### config.mk
export PLATFORM = sky130hd
export DESIGN_NAME = axis_homing_sequencer_unit
export DESIGN_NICKNAME = d
export VERILOG_FILES = /design/src/design/ahs_pkg.sv /design/src/design/ahs_step_logic.sv /design/src/design/axis_homing_sequencer_unit.sv
export SDC_FILE = /design/constraint.sdc
export NUM_CORES = 1
export LEC_CHECK = 0
export BUFFER_PORTS_ARGS = -buffer_cell sky130_fd_sc_hd__buf_2
export CAP_MARGIN = 40
export CORE_MARGIN = 4
export CORE_UTILIZATION = 50
export CTS_CLUSTER_SIZE = 8
export DETAILED_ROUTE_END_ITERATION = 8
export PLACE_DENSITY = 0.73
export RECOVER_POWER = 50
export SLEW_MARGIN = 10
export SYNTH_ARGS = -nofsm -noshare
export SYNTH_HDL_FRONTEND = slang
export SYNTH_HIERARCHICAL = 1
export SYNTH_SLANG_ARGS = --single-unit
### constraint.sdc
create_clock -name clk -period 9.6 [get_ports clk]
set_clock_uncertainty 0.2 [all_clocks]
set_input_delay 2.88 -clock clk [delete_from_list [all_inputs] [get_ports clk]]
set_output_delay 2.88 -clock clk [all_outputs]
set_load 0.1 [all_outputs]
### src/design/ahs_pkg.sv
`timescale 1ns / 1ps

package ahs_pkg;

  localparam int POSITION_WIDTH     = 32;
  localparam int LONG_SETTLE_TICKS  = 100;
  localparam int SHORT_SETTLE_TICKS = 10;

  localparam int POS_W    = 32;
  localparam int DIFF_W   = 34;
  localparam int CALC_W   = 50;
  localparam int SETTLE_W = 7;
  localparam int CFG_IDX_W = 3;

  localparam int IN_DATA_W  = 104;
  localparam int OUT_DATA_W = 48;

  localparam logic signed [CALC_W-1:0] POS_MAX = CALC_W'({1'b0, {(POSITION_WIDTH-1){1'b1}}});
  localparam logic signed [CALC_W-1:0] POS_MIN = -POS_MAX - CALC_W'(1);

  typedef enum logic [2:0] {
    STEP_START  = 3'd0,
    STEP_JOG    = 3'd1,
    STEP_STALL  = 3'd2,
    STEP_STOP   = 3'd3,
    STEP_BACK   = 3'd4,
    STEP_SETTLE = 3'd5,
    STEP_HOME   = 3'd6,
    STEP_IDLE   = 3'd7
  } step_t;

  typedef enum logic [2:0] {
    CMD_NONE   = 3'd0,
    CMD_JOG    = 3'd1,
    CMD_STOP   = 3'd2,
    CMD_MOVE   = 3'd3,
    CMD_PRESET = 3'd4
  } cmd_t;

  typedef enum logic [CFG_IDX_W-1:0] {
    REG_PROCEDURE = 3'd0,
    REG_SEARCH_NEG = 3'd1,
    REG_STALL_THR = 3'd2,
    REG_MATCH_TOL = 3'd3,
    REG_BACKOFF = 3'd4,
    REG_HOME_OFFSET = 3'd5,
    REG_HOME_POSITION = 3'd6
  } reg_idx_t;

  typedef struct packed {
    logic              procedure;
    logic              search_negative;
    logic [30:0]       stall_threshold;
    logic [30:0]       match_tolerance;
    logic [30:0]       backoff_distance;
    logic signed [31:0] home_offset;
    logic signed [31:0] home_position;
  } cfg_t;

  typedef struct packed {
    logic               start_req;
    logic signed [31:0] commanded_position;
    logic signed [31:0] measured_position;
    logic signed [31:0] target_position;
    logic               stop_seen;
    logic               stop_done;
  } in_t;

  typedef struct packed {
    step_t              step;
    logic               touch_count;
    logic signed [31:0] first_touch;
    logic [SETTLE_W-1:0] settle_count;
    logic [3:0]         status_flags;
  } state_t;

  typedef struct packed {
    cmd_t               command;
    logic signed [31:0] command_value;
    logic               load_params;
    logic               restore_params;
    logic               homed;
    logic               homed_negative;
    logic               homed_positive;
    logic               alarm;
    logic               busy_res;
  } out_t;

  localparam int FL_HOMED = 0;
  localparam int FL_NEG   = 1;
  localparam int FL_POS   = 2;
  localparam int FL_ALARM = 3;

  function automatic logic signed [CALC_W-1:0] sat_pos(logic signed [CALC_W-1:0] v);
    logic signed [CALC_W-1:0] r;
    if (v > POS_MAX) begin
      r = POS_MAX;
    end else if (v < POS_MIN) begin
      r = POS_MIN;
    end else begin
      r = v;
    end
    return r;
  endfunction

endpackage

### src/design/ahs_step_logic.sv
`timescale 1ns / 1ps

module ahs_step_logic
  import ahs_pkg::*;
(
  input  cfg_t   cfg,
  input  in_t    word,
  input  state_t cur,
  output state_t nxt,
  output out_t   res
);

  logic signed [CALC_W-1:0] meas_x;
  logic signed [CALC_W-1:0] back_x;
  logic signed [CALC_W-1:0] offs_x;
  logic signed [CALC_W-1:0] back_tgt;
  logic signed [CALC_W-1:0] home_tgt;
  logic signed [DIFF_W-1:0] ferr;
  logic signed [DIFF_W-1:0] thr;
  logic signed [DIFF_W-1:0] tdiff;
  logic signed [DIFF_W-1:0] tol;
  logic                     stalled;
  logic                     mismatch;
  logic [3:0]               side;

  assign meas_x = CALC_W'(word.measured_position);
  assign back_x = CALC_W'({1'b0, cfg.backoff_distance});
  assign offs_x = CALC_W'(cfg.home_offset);
  assign back_tgt = sat_pos(cfg.search_negative ? meas_x + back_x : meas_x - back_x);
  assign home_tgt = sat_pos(cfg.search_negative ? meas_x + offs_x : meas_x - offs_x);
  assign ferr = DIFF_W'(word.commanded_position) - DIFF_W'(word.measured_position);
  assign thr  = DIFF_W'({1'b0, cfg.stall_threshold});
  assign stalled = (ferr >= thr) || (ferr <= -thr);
  assign tdiff = DIFF_W'(word.measured_position) - DIFF_W'(cur.first_touch);
  assign tol   = DIFF_W'({1'b0, cfg.match_tolerance});
  assign mismatch = (tdiff < -tol) || (tdiff > tol);
  assign side = cfg.search_negative ? 4'(1 << FL_NEG) : 4'(1 << FL_POS);

  always_comb begin
    nxt = cur;
    res = '0;
    res.command = CMD_NONE;
    if (cur.settle_count != '0) begin
      nxt.settle_count = cur.settle_count - SETTLE_W'(1);
    end
    if (word.start_req) begin
      nxt.step = STEP_START;
    end
    if (nxt.step == STEP_START) begin
      nxt.status_flags[FL_ALARM] = 1'b0;
      nxt.status_flags = nxt.status_flags & ~(cfg.procedure ? side : 4'(1 << FL_HOMED));
      res.load_params = 1'b1;
      nxt.touch_count = 1'b0;
      nxt.step = STEP_JOG;
    end
    case (nxt.step)
      STEP_JOG: begin
        if (nxt.settle_count == '0) begin
          res.command = CMD_JOG;
          res.command_value = cfg.search_negative ? -32'sd1 : 32'sd1;
          nxt.step = STEP_STALL;
        end
      end
      STEP_STALL: begin
        if (stalled) begin
          res.command = CMD_STOP;
          nxt.step = STEP_STOP;
        end
      end
      STEP_STOP: begin
        if (word.stop_seen) begin
          if (!nxt.touch_count) begin
            nxt.first_touch = word.measured_position;
            res.command = CMD_MOVE;
            res.command_value = back_tgt[POS_W-1:0];
            nxt.touch_count = 1'b1;
            nxt.step = STEP_BACK;
          end else if (mismatch) begin
            nxt.status_flags[FL_ALARM] = 1'b1;
            res.restore_params = 1'b1;
            nxt.step = STEP_IDLE;
          end else begin
            nxt.settle_count = SETTLE_W'(LONG_SETTLE_TICKS);
            nxt.step = STEP_SETTLE;
          end
        end
      end
      STEP_BACK: begin
        if (word.commanded_position == word.target_position) begin
          nxt.settle_count = SETTLE_W'(SHORT_SETTLE_TICKS);
          nxt.step = STEP_JOG;
        end
      end
      STEP_SETTLE: begin
        if (nxt.settle_count == '0 && word.stop_done) begin
          if (cfg.procedure) begin
            nxt.status_flags = nxt.status_flags | side;
            res.restore_params = 1'b1;
            nxt.step = STEP_IDLE;
          end else begin
            res.command = CMD_MOVE;
            res.command_value = home_tgt[POS_W-1:0];
            nxt.step = STEP_HOME;
          end
        end
      end
      STEP_HOME: begin
        if (word.commanded_position == word.target_position) begin
          res.command = CMD_PRESET;
          res.command_value = cfg.home_position;
          nxt.status_flags[FL_HOMED] = 1'b1;
          res.restore_params = 1'b1;
          nxt.step = STEP_IDLE;
        end
      end
      default: begin
        nxt.step = STEP_IDLE;
      end
    endcase
    res.homed          = nxt.status_flags[FL_HOMED];
    res.homed_negative = nxt.status_flags[FL_NEG];
    res.homed_positive = nxt.status_flags[FL_POS];
    res.alarm          = nxt.status_flags[FL_ALARM];
    res.busy_res       = (nxt.step != STEP_IDLE) && (nxt.step != STEP_START);
  end

endmodule

### src/design/axis_homing_sequencer_unit.sv
`timescale 1ns / 1ps
// channel   dir  handshake                   payload
// s_axis    in   s_axis_tvalid/tready        tdata: tick inputs
// m_axis    out  m_axis_tvalid/tready        tdata: command and status
// cfg       in   cfg_valid/cfg_ready         cfg_index, cfg_data
//
// One word per clock sustained while m_axis_tready holds; each word passes through the
// input register, then the result register.
// Sequencer state updates when a word leaves the input register.
// rst (synchronous) sends the sequence idle and clears flags, config and result registers.
// A stalled result holds the input register; s_axis_tready falls only when
// both stages are full. cfg_ready is always high.

module axis_homing_sequencer_unit
  import ahs_pkg::*;
(
  input  logic                  clk,
  input  logic                  rst,
  input  logic                  s_axis_tvalid,
  output logic                  s_axis_tready,
  // start_req, commanded_position, measured_position, target_position,
  // stop_seen, stop_done, zero pad
  input  logic [IN_DATA_W-1:0]  s_axis_tdata,
  output logic                  m_axis_tvalid,
  input  logic                  m_axis_tready,
  // command, command_value, load_params, restore_params, homed,
  // homed_negative, homed_positive, alarm, busy_res, zero pad
  output logic [OUT_DATA_W-1:0] m_axis_tdata,
  input  logic                  cfg_valid,
  output logic                  cfg_ready,
  input  logic [CFG_IDX_W-1:0]  cfg_index,
  input  logic [31:0]           cfg_data
);

  cfg_t   cfg;
  in_t    in_word;
  logic   in_valid;
  state_t state;
  state_t state_next;
  out_t   res_next;
  out_t   res;
  logic   advance;
  in_t    in_unpacked;

  assign in_unpacked.start_req          = s_axis_tdata[0];
  assign in_unpacked.commanded_position = s_axis_tdata[32:1];
  assign in_unpacked.measured_position  = s_axis_tdata[64:33];
  assign in_unpacked.target_position    = s_axis_tdata[96:65];
  assign in_unpacked.stop_seen          = s_axis_tdata[97];
  assign in_unpacked.stop_done          = s_axis_tdata[98];

  assign advance       = in_valid && (!m_axis_tvalid || m_axis_tready);
  assign s_axis_tready = !in_valid || advance;
  assign cfg_ready     = 1'b1;

  ahs_step_logic u_step (
    .cfg  (cfg),
    .word (in_word),
    .cur  (state),
    .nxt  (state_next),
    .res  (res_next)
  );

  always_ff @(posedge clk) begin
    if (rst) begin
      cfg                <= '0;
      in_valid           <= 1'b0;
      m_axis_tvalid      <= 1'b0;
      res                <= '0;
      state.step         <= STEP_IDLE;
      state.touch_count  <= 1'b0;
      state.first_touch  <= '0;
      state.settle_count <= '0;
      state.status_flags <= '0;
    end else begin
      if (cfg_valid && cfg_ready) begin
        case (reg_idx_t'(cfg_index))
          REG_PROCEDURE:     cfg.procedure        <= cfg_data[0];
          REG_SEARCH_NEG:    cfg.search_negative  <= cfg_data[0];
          REG_STALL_THR:     cfg.stall_threshold  <= cfg_data[30:0];
          REG_MATCH_TOL:     cfg.match_tolerance  <= cfg_data[30:0];
          REG_BACKOFF:       cfg.backoff_distance <= cfg_data[30:0];
          REG_HOME_OFFSET:   cfg.home_offset      <= cfg_data;
          REG_HOME_POSITION: cfg.home_position    <= cfg_data;
          default: ;
        endcase
      end
      if (s_axis_tvalid && s_axis_tready) begin
        in_valid <= 1'b1;
        in_word  <= in_unpacked;
      end else if (advance) begin
        in_valid <= 1'b0;
      end
      if (advance) begin
        m_axis_tvalid <= 1'b1;
        state         <= state_next;
        res           <= res_next;
      end else if (m_axis_tready) begin
        m_axis_tvalid <= 1'b0;
      end
    end
  end

  assign m_axis_tdata = {6'b0, res.busy_res, res.alarm, res.homed_positive,
                         res.homed_negative, res.homed, res.restore_params,
                         res.load_params, res.command_value, res.command};

`ifndef SYNTH
  a_no_load_restore: assert property (@(posedge clk) disable iff (rst)
    m_axis_tvalid |-> !(res.load_params && res.restore_params))
    else $error("load and restore in one word");

  a_preset_homed: assert property (@(posedge clk) disable iff (rst)
    (m_axis_tvalid && res.command == CMD_PRESET) |-> (res.homed && res.restore_params))
    else $error("preset without homed flag");

  a_held_word: assert property (@(posedge clk) disable iff (rst)
    (in_valid && !advance) |=> in_valid)
    else $error("input word lost");

  a_settle_range: assert property (@(posedge clk) disable iff (rst)
    state.settle_count <= SETTLE_W'(LONG_SETTLE_TICKS))
    else $error("settle count out of range");

  a_restore_idle: assert property (@(posedge clk) disable iff (rst)
    advance |=> (!res.restore_params || state.step == STEP_IDLE))
    else $error("restore while busy");
`endif

endmodule
==> impl_metrics.env <==
export IMPL_outcome="finished, violations left"
export IMPL_violations="max-capacitance violations, max-slew violations"
export IMPL_via_count=23400
export IMPL_finalSetupViolCount=0
export IMPL_layout_drive_gt1_share_pct=8.75
export IMPL_seqCellArea_sq_um=7980
export IMPL_fmax_mhz=134
export IMPL_ys_seq_area_share_pct=30.0
export IMPL_cp_start_kind="input port"
export IMPL_rsz0062_at_grt="no"
export IMPL_grt_max_degree=170
export IMPL_grt_pass1_vias=22300
export IMPL_drcViolationCount=0
export IMPL_cp_arrival_ns=7.72
export IMPL_drt_pass1_iterations=6
export IMPL_maxCapViolations=3
export IMPL_design_die_area_sq_um=57000
export IMPL_mostFrequentLayoutCell="nand2_1"
export IMPL_finalMaxSlewViolations=345
export IMPL_hold_buffers=0
export IMPL_multi_input_comb_area_sq_um=17200
export IMPL_wl_per_cell_microns=18.6
export IMPL_path_clk_slew_ns=0.05
export IMPL_p_leak_nw=11.8
export IMPL_cts_inserted_buffers=50
export IMPL_cts_buffer_depth=3
export IMPL_place_inst=4016
export IMPL_syn2layout_area_growth_pct=9.81
export IMPL_crit_buf_inv=2
export IMPL_core_sq_um=52700
export IMPL_cp_end_kind="flip-flop"
export IMPL_cellPowerDensity_nw_per_um2=172
export IMPL_nNetsFinal=3786
export IMPL_grt_use_total_pct=25.8
export IMPL_path_class="in -> reg"
export IMPL_hold_path_class="reg -> reg"
export IMPL_clkLatencyLatePin_ns=0.60
export IMPL_antenna_found_initial=9
export IMPL_start_util_pct=50.5
export IMPL_std_cell_rows=84
export IMPL_cts_tree="built"
export IMPL_die_h_microns=239
export IMPL_syn_inst=3250
export IMPL_synthesis_area_sq_um=26600
export IMPL_hold_violations=0
export IMPL_slowest_stage="clkbuf_1"
export IMPL_ys_ff_latch=349
export IMPL_cts_resized=0
export IMPL_grt_overflow=0
export IMPL_drtIter0Drc=1603
export IMPL_synth_avg_cell_area_sq_um=8.19
export IMPL_wl_microns=76200
export IMPL_hpwl_microns=58000
export IMPL_cts_sink_count=349
export IMPL_yosysWarnings=6
export IMPL_fin_util_pct=55.5
export IMPL_slowest_delay_ns=2.58
export IMPL_path_max_fanout=108
export IMPL_critPathMostFrequentCell="clkbuf_1"
export IMPL_vdd_drop_max_uv=153
export IMPL_dieWidth_microns=239
export IMPL_num_io_pins=195
export IMPL_post_cts_buffers=0
export IMPL_layout_common_cells="nand2_1 (481), a21oi_1 (345), ha_1 (258)"
export IMPL_cts_root_buffer="clkbuf_16"
export IMPL_period_minus_slack_ns=7.46
export IMPL_grt_first_pass_wirelength_microns=118000
export IMPL_gp_congestion=0.935
export IMPL_relSlewSlack_pct=-135
export IMPL_crit_chain="clkbuf_1 -> clkbuf_1 -> nand2b_1 -> mux2i_1"
export IMPL_crit_family="buffers and inverters"
export IMPL_synth_cell_type_count=86
export IMPL_synth_async_reset_ratio_pct=0
export IMPL_synthFlopType="dfxtp_1"
export IMPL_min_period_over_period_pct=77.7
export IMPL_synth_edff_count=99
export IMPL_finalSetupTns_ns=0
export IMPL_fin_cells=4099
export IMPL_io_buffers=182
export IMPL_post_drt_via_cell_ratio=5.71
export IMPL_worstPathRequired_ns=9.85
export IMPL_worst_slew_pin_slew_ns=3.52
export IMPL_fillCellCount=4884
export IMPL_ant_nets=0
export IMPL_htree_levels=2
final timing paths:
| path | depth (start not counted) | start | end | slack (ns) |
|---|---|---|---|---|
| max reg2reg | 25 | in_word[34] | state[9] | 2.84 |
| min reg2reg | 2 | cfg[139] | cfg[139] | 0.25 |
| max | 4 | rst | m_axis_tdata[14] | 2.14 |
| min | 2 | cfg[139] | cfg[139] | 0.25 |
synth_stat cells (46+ instances only):
cell type	instances	area, sq um
nand3_1	46	230
nor2_1	173	649
dfxtp_1	250	5000
mux2i_1	92	921
o21ai_0	135	676
clkbuf_1	50	188
a21o_1	73	548
inv_1	186	698
a21oi_1	345	1730
ha_1	258	3230
xnor2_1	136	1190
xor2_1	121	1060
nand2_1	481	1810
nand2b_1	204	1280
edfxtp_1	99	2970
nor3_1	66	330
flip-flops by register name, summed over array words and instances, names as in the netlist:
register,cells
cfg,159
in_valid,1
in_word,99
m_axis_tdata,42
m_axis_tvalid,1
state,47
cells by family after synthesis:
| kind of cell | after synthesis | synth area share, % |
|---|---|---|
| AOI/OAI and AO/OA | 795 | 18.3 |
| xor gates and xnor gates | 257 | 8.46 |
| adders and majority gates | 264 | 12.5 |
| buffers and inverters | 322 | 5.71 |
| DFF | 349 | 30.0 |
| muxes | 95 | 3.59 |
| other | 2 | 0.0282 |
| and+or+nand+nor | 1166 | 21.4 |
power by group:
| part | internal [W] | switching (W) | total [W] |
|---|---|---|---|
| Clock | 0.000984 | 0.000660 | 0.00164 |
| Combinational | 0.000703 | 0.00105 | 0.00175 |
| Sequential | 0.00157 | 0.0000623 | 0.00163 |
| Total | 0.00326 | 0.00177 | 0.00503 |
routing by layer:
layer,up-vias,routed length [microns],GRT usage [%]
met2,754,34300,42.3
li1,11700,-,-
met1,10800,33200,33.6
met3,174,5390,4.72
met5,-,34,0
met4,6,3230,10.9
area by class of cell:
type                       count  share of cell area [%]
timing repair buffer         208                    3.76
inverter                     187                    2.40
clock inverter                 1                  0.0300
antenna                        6                  0.0514
tap                          688                    2.95
clock buffer                  76                    4.79
multi-input combinational   2584                    58.7
sequential                   349                    27.3
stage by stage:
stage / worst slack (ns) / total power, W / area, sq um / hold WS [ns]
final: 2.14 / 0.00503 / 29200 / 0.253
after global routing: 1.48 / 0.00532 / 29200 / 0.268
after CTS: 2.98 / 0.00503 / 29200 / 0.253
after detailed placement: 2.96 / 0.00337 / 27800 / 0.245
after global placement: 2.79 / 0.00336 / 27800 / 0.242
after floorplan: 2.88 / 0.00297 / 26600 / 0.232
worst reg2reg max path: cells and delay by family, from the launching register on:
kind / cells / cell delay, ns
multiplexers: 1 / 0.13
AO/OA/AOI/OAI: 8 / 2.03
buffers and inverters: 3 / 0.41
AND/OR/NAND/NOR: 9 / 2.29
adder cells (fa/ha/maj): 3 / 0.91
XOR/XNOR: 1 / 0.16
flip-flops: 1 / 0.55
No activity file was read; power rests on OpenSTA's default activity.
